**config.mk**
```make
export PLATFORM = sky130hd
export DESIGN_NAME = tbs_front
export DESIGN_NICKNAME = d
export VERILOG_FILES = /design/src/rtl/core/tbs_pkg.sv /design/src/rtl/core/tbs_front.sv
export SDC_FILE = /design/constraint.sdc
export NUM_CORES = 1
export LEC_CHECK = 0
export BUFFER_PORTS_ARGS = -buffer_cell sky130_fd_sc_hd__buf_4
export CAP_MARGIN = 0
export CELL_PAD_IN_SITES_DETAIL_PLACEMENT = 0
export CELL_PAD_IN_SITES_GLOBAL_PLACEMENT = 1
export CORE_ASPECT_RATIO = 1.4
export CORE_MARGIN = 4
export CORE_UTILIZATION = 40
export DETAILED_ROUTE_END_ITERATION = 6
export HOLD_SLACK_MARGIN = 0.03
export PLACE_DENSITY = 0.95
export RECOVER_POWER = 25
export SYNTH_ARGS = -nofsm -noshare
export SYNTH_HDL_FRONTEND = slang
export SYNTH_SLANG_ARGS = --single-unit
```
**constraint.sdc**
```tcl
create_clock -name clk -period 9.2 [get_ports clk]
set_input_delay 1.38 -clock clk [delete_from_list [all_inputs] [get_ports clk]]
set_output_delay 1.38 -clock clk [all_outputs]
set_load 0.02 [all_outputs]
```
**src/rtl/core/tbs_pkg.sv**
```systemverilog
// ----------------------------------------------------------------------------
// tbs_pkg
// shared types and constants of the token bucket packet shaper
// ----------------------------------------------------------------------------
package tbs_pkg;

	localparam int BUCKET_W  = 24;
	localparam int RATE_W    = 32;
	localparam int PORT_W    = 16;
	localparam int LEN_W     = 16;
	localparam int TAG_W     = 16;
	localparam int ELAPSED_W = 20;
	localparam int TOKEN_W   = 32;
	localparam int KIND_W    = 3;
	localparam int CFG_IDX_W = 2;
	localparam int CFG_DATA_W = 32;
	localparam int ENTRY_W   = TAG_W + LEN_W;

	// elapsed * rate / 1000000 taken as (product >> 6) / 15625, the division done
	// by a rounded-up reciprocal of 15625 scaled by 2^60, one 16 bit slice a cycle
	localparam int PROD_W      = ELAPSED_W + RATE_W;
	localparam int QUOT_W      = 33;
	localparam int PRE_SHIFT   = 6;
	localparam int SCALED_W    = PROD_W - PRE_SHIFT;
	localparam int RECIP_SHIFT = 60;
	localparam int RECIP_W     = 48;
	localparam int CHUNK_W     = 16;
	localparam int ACC_W       = RECIP_SHIFT + QUOT_W;
	localparam int DIV_STEPS   = RECIP_W / CHUNK_W;
	localparam int DIV_CNT_W   = $clog2(DIV_STEPS);
	localparam logic [RECIP_W-1:0] RECIP_MUL = 48'd73786976294839;
	localparam int US_PER_SEC  = 1000000;

	localparam logic [BUCKET_W-1:0] RESET_BUCKET = 24'd1600000;
	localparam logic [RATE_W-1:0]   RESET_RATE   = 32'd100000000;
	localparam logic [PORT_W-1:0]   RESET_PORT   = 16'd5001;

	typedef enum logic [CFG_IDX_W-1:0] {
		REG_BUCKET_SIZE = 2'd0,
		REG_RATE        = 2'd1,
		REG_MATCH_PORT  = 2'd2
	} reg_idx_t;

	typedef enum logic [KIND_W-1:0] {
		KIND_PASSED   = 3'd0,
		KIND_SENT     = 3'd1,
		KIND_QUEUED   = 3'd2,
		KIND_DROPPED  = 3'd3,
		KIND_RELEASED = 3'd4
	} kind_t;

	typedef enum logic {
		ACT_ARRIVAL = 1'b0,
		ACT_TICK    = 1'b1
	} action_t;

	typedef struct packed {
		logic [BUCKET_W-1:0] bucket_size;
		logic [RATE_W-1:0]   rate;
		logic [PORT_W-1:0]   match_port;
	} cfg_t;

	typedef struct packed {
		action_t              action;
		logic                 shaped;
		logic [LEN_W-1:0]     len;
		logic [TAG_W-1:0]     tag;
		logic [ELAPSED_W-1:0] elapsed;
	} cmd_t;

endpackage

```
**src/rtl/core/tbs_front.sv**
```systemverilog
// ----------------------------------------------------------------------------
// tbs_front
// accepts commands, marks shaped arrivals and holds the commands in a two entry queue
// ----------------------------------------------------------------------------
module tbs_front (
	input  logic                          clk,
	input  logic                          arst_n,
	input  tbs_pkg::cfg_t                 cfg,
	input  logic                          start,
	input  logic                          action,
	input  logic                          is_tcp,
	input  logic [tbs_pkg::PORT_W-1:0]    dest_port,
	input  logic [tbs_pkg::LEN_W-1:0]     packet_len,
	input  logic [tbs_pkg::TAG_W-1:0]     packet_tag,
	input  logic [tbs_pkg::ELAPSED_W-1:0] elapsed_us,
	output logic                          busy,
	output logic                          cmd_valid,
	output tbs_pkg::cmd_t                 cmd,
	input  logic                          cmd_pop
);

	tbs_pkg::cmd_t slot_q [2];
	logic          wr_ptr_q;
	logic          rd_ptr_q;
	logic [1:0]    fill_q;
	logic          push;
	tbs_pkg::cmd_t cmd_in;

	assign busy      = (fill_q == 2'd2);
	assign push      = start && !busy;
	assign cmd_valid = (fill_q != 2'd0);
	assign cmd       = slot_q[rd_ptr_q];

	always_comb begin
		cmd_in.action  = tbs_pkg::action_t'(action);
		cmd_in.shaped  = is_tcp && (dest_port == cfg.match_port);
		cmd_in.len     = packet_len;
		cmd_in.tag     = packet_tag;
		cmd_in.elapsed = elapsed_us;
	end

	always_ff @(posedge clk) begin
		if (push) begin
			slot_q[wr_ptr_q] <= cmd_in;
		end
	end

	always_ff @(posedge clk or negedge arst_n) begin
		if (!arst_n) begin
			wr_ptr_q <= 1'b0;
			rd_ptr_q <= 1'b0;
			fill_q   <= 2'd0;
		end else begin
			if (push) begin
				wr_ptr_q <= !wr_ptr_q;
			end
			if (cmd_pop) begin
				rd_ptr_q <= !rd_ptr_q;
			end
			unique case ({push, cmd_pop})
				2'b10:   fill_q <= fill_q + 2'd1;
				2'b01:   fill_q <= fill_q - 2'd1;
				default: fill_q <= fill_q;
			endcase
		end
	end

endmodule

```
; ---- Word-level counts from Yosys, hierarchy flattened
; Memory sizes are Yosys's and may differ from the RTL's.
; Index checks and enable logic that the tools add are counted.
[totals]
register_bits = 4
latchBits = 0
ram_bits = 108
romBits = 0
in_bits = 146
word_cells = 20
n_memories = 1
[op_classes]
n_addsub = 2
mul = 0
div = 0
magnitude_cmp = 0
n_eq_ne = 4
shift = 0
muxes = 3
bitwise_logic = 0
reduce_logical = 7
[memory_table]
columns = name, depth, width, rd, rd_ports_with_merged_regs, write_ports, line
row1 = slot_q, 2, 54, 1, 0, 1, tbs_front.sv:22  ; tbs_pkg::cmd_t slot_q [2];
[ops]
columns = operator, count
row1 = $eq A16 B16 Y1, 1
row2 = $eq A2 B2 Y1 const B, 2
row3 = $pmux W2 S2, 1
row4 = $reduce_bool A2 Y1, 2
row5 = $logic_not A1 Y1, 3
row6 = $add A2 B1 Y2 const B, 1
row7 = $eq A2 B1 Y1 const B, 1
row8 = $logic_and A1 B1 Y1, 2
row9 = $mux W1, 2
row10 = $sub A2 B1 Y2 const B, 1

; ---- Depth between registers and ports, before layout
[logic_depth]
ltp_word = 5
depth_mapped = 6

; ---- Least setup slack after synthesis
; Ideal clock, no wire load.
[synth_path]
kind = input to register
startpoint = input port start
endpoint = memory slot_q[0][0] (netlist name), enable pin
setup_time_ns = 0.466
t_arrival_ns = 3.736
setup_slack_ns = 4.998
cell_stages = 2
n_path_buf = 0
path_cell_list = nand2_1 -> nor2_1
[synth_via]
elab_chain_cells = 3
[synth_lines]
columns = item, line
row1 = from (decl), tbs_front.sv:9  ; input logic start,
row2 = $logic_and A1 B1 Y1, tbs_front.sv:30  ; assign push = start && !busy;
row3 = $mux W1, tbs_front.sv:43  ; if (push) begin
row4 = $mux W1 (implied by the code), tbs_front.sv:44  ; slot_q[wr_ptr_q] <= cmd_in;
row5 = to (decl), tbs_front.sv:22
; Every way passes these cells.

==> key figures <==
Global route
  – Total Routing Usage GR: 13.1%
  – Antenna violations before repair: 0
  – Largest net degree at the start of global routing: 52
  – Global route total overflow: 0
  – Vias in the first global route: 2604
  – Global-route wire length before repair: 12.2 mm

Timing
  – Post-route setup TNS: 0 ps
  – Final Hold Viols: 0
  – Worst-margin pin slew: 681 ps
  – Final Cycle Share: 37.2%
  – Fmax: 293 MHz
  – RSZ-0062 raised after global routing: no
  – Final setup fails: 0
  – Clock Skew: 5.57 ps
  – Tmin final: 3420 ps
  – Max Slew Vio Count: 0
  – Slew margin rel.: 54.6%

CTS
  – Total CTS buffers: 9
  – Hold_buf cts: 0
  – Post-CTS Resized: 0
  – Setup Buffers After CTS: 0
  – Skew-Pair Late Insertion Delay: 340 ps
  – H-tree Lvls: 3
  – Maximum clock insertion buffer count: 2
  – Clock root cell: clkbuf_16
  – Clock Sinks: 112
  – CTS tree: yes
  – Clock Pin Slew Worst Setup and Hold Paths: 70 ps

Layout
  – Multi-input gate area: 885 µm²
  – Area Overhead vs Synth: 35.4%
  – Nets: 507
  – Fillcell total: 839
  – Sequential cell area: 0.00334 mm²
  – Commonest non-fill, non-tap cells in the layout: buf_4 (111), edfxtp_1 (108), mux2_2 (54)
  – Commonest non-fill, non-tap cell in the layout: buf_4
  – Share of layout cells above drive strength 1: 58.6%
  – Fin area: 0.00576 mm²
  – Number of diodes: 0
  – Fin cells: 503

Placed design
  – Gpl congestion: 0.671
  – Hpwl dp: 5.77 mm
  – Port buffer count: 145
  – Placed insts: 487
  – Placed Instance Area: 0.00552 mm²

Power
  – Combinational Power Share: 36.5%
  – Pwr dens: 299 mW/mm²
  – Clock network power share: 20.4%
  – Switch Pwr: 0.547 mW
  – Static leakage: 2.17 nW
  – Flop pwr share: 43.0%
  – Net Sw Frac: 31.8%
  – Design Power: 1.72 mW
  – P_int: 1.18 mW
  – Worst VDD drop: 0.236 mV

Route
  – DRC: 0
  – Drt via density: 4.70
  – WL/cell: 15.9 µm
  – DRT Pass-1 Iters: 4
  – Routed WL: 8.02 mm
  – DR vias: 2363
  – Post-DRT Antenna Nets: 0
  – DRT iter0 DRCs: 50

Logic synthesis
  – Synthesized instance count: 207
  – Sequential share of the synthesized area: 78.6%
  – Synth unique cells: 16
  – Syn_nets: 354
  – YS warnings: 0
  – #FFs+latches synth: 112
  – Syn Area/Cell: 20.5 µm²
  – Mapped Area: 0.00425 mm²

Critical path
  – WP data arrival: 2040 ps
  – Crit end category: primary output
  – Crit Path Class: flop to primary output
  – CP required: 7820 ps
  – Worst Setup Start Kind: flop
  – Critical-path maximum fanout: 39

Die
  – Cell row count: 44
  – Die Span Y: 130 µm
  – Initial core utilization: 40.9%
  – Core ar.: 0.0104 mm²
  – Ports: 202
  – Die Wd: 95.1 µm
  – Full die area: 0.0124 mm²

Run status
  – Status: finished clean

Run
  – Max Cap Viol: 0

Min path
  – Min-Delay Path Class: flop to flop
-- per-layer routing --
metal	part of all wire, %	GRT usage (%)	vias up
met3	8.8	4.15	11
li1	-	-	1110
met1	33	13.1	1142
met4	1.6	6.20	0
met2	56	24.1	100
met5	0	0	-
-- power by group through the flow --
stage	registers [mW]	clock network, mW	logic [mW]
detailed placement	0.754	0	0.645
CTS	0.744	0.368	0.648
finish	0.741	0.352	0.629
global route	0.753	0.386	0.676
floorplan	0.734	0	0.401
global placement	0.745	0	0.635
-- per-stage QoR --
stage                     util (%)  worst slack [ps]  hold slack (ps)
after floorplan                  -              5000              456
after global placement        53.0              6110              474
after detailed placement      53.0              6100              503
after CTS                     55.6              5720              518
after global routing          55.4              5660              561
final                         55.4              5780              511
-- state kept, by name (all words and copies together) (netlist names) --
signal,cells
slot_q,108
wr_ptr_q,1
fill_q,2
rd_ptr_q,1
-- critical path, stage by stage (launching register included) --
cell	delay [ps]
dfrtp_2	600
buf_4	520
mux2_2	400
buf_4	160
-- final cells by class --
type	count	area share, %
inverters	1	0.0652
flip-flops and latches	112	58.1
repair buffers	148	18.8
clock inverters	6	0.760
multi-input cells	88	15.4
well taps	138	3.00
clock buffers	10	3.98
-- kinds of logic (layout without fill, tap and decap cells) --
group / after synthesis / count (layout) / synth area share, %
xor gates and xnor gates: 21 / 21 / 4.32
adders and majority gates: 1 / 1 / 0.294
buffers and inverters: 7 / 165 / 0.794
DFF: 112 / 112 / 78.6
muxes: 54 / 54 / 14.3
and+or+nand+nor: 12 / 12 / 1.68
-- cells in the mapped netlist --
| master | count | area (µm²) |
|---|---|---|
| nor2_1 | 2 | 7.51 |
| inv_1 | 1 | 3.75 |
| and3_1 | 1 | 6.26 |
| or2_2 | 1 | 6.26 |
| nor4_1 | 1 | 6.26 |
| ha_1 | 1 | 12.5 |
| nor4_2 | 1 | 12.5 |
| mux2_2 | 54 | 608 |
| nand2_1 | 2 | 7.51 |
| nand2b_1 | 1 | 6.26 |
| xor2_1 | 6 | 52.6 |
| xnor2_1 | 15 | 131 |
| dfrtp_1 | 4 | 100 |
| nand4_1 | 3 | 18.8 |
| edfxtp_1 | 108 | 3240 |
| buf_2 | 6 | 30.0 |
-- worst paths after layout --
check / end / from / cells past startpoint / slack (ps)
setup / recovery: cmd[8] / rd_ptr_q / 3 / 5780
hold / removal: fill_q[1] / fill_q[1] / 1 / 510
setup reg to reg: slot_q[1][22] / fill_q[0] / 3 / 7210
hold reg to reg: fill_q[1] / fill_q[1] / 1 / 510
max in group asynchronous: rd_ptr_q / arst_n / 1 / 8090
min in group asynchronous: wr_ptr_q / arst_n / 1 / 880
Power figures use the tool's default switching activity.
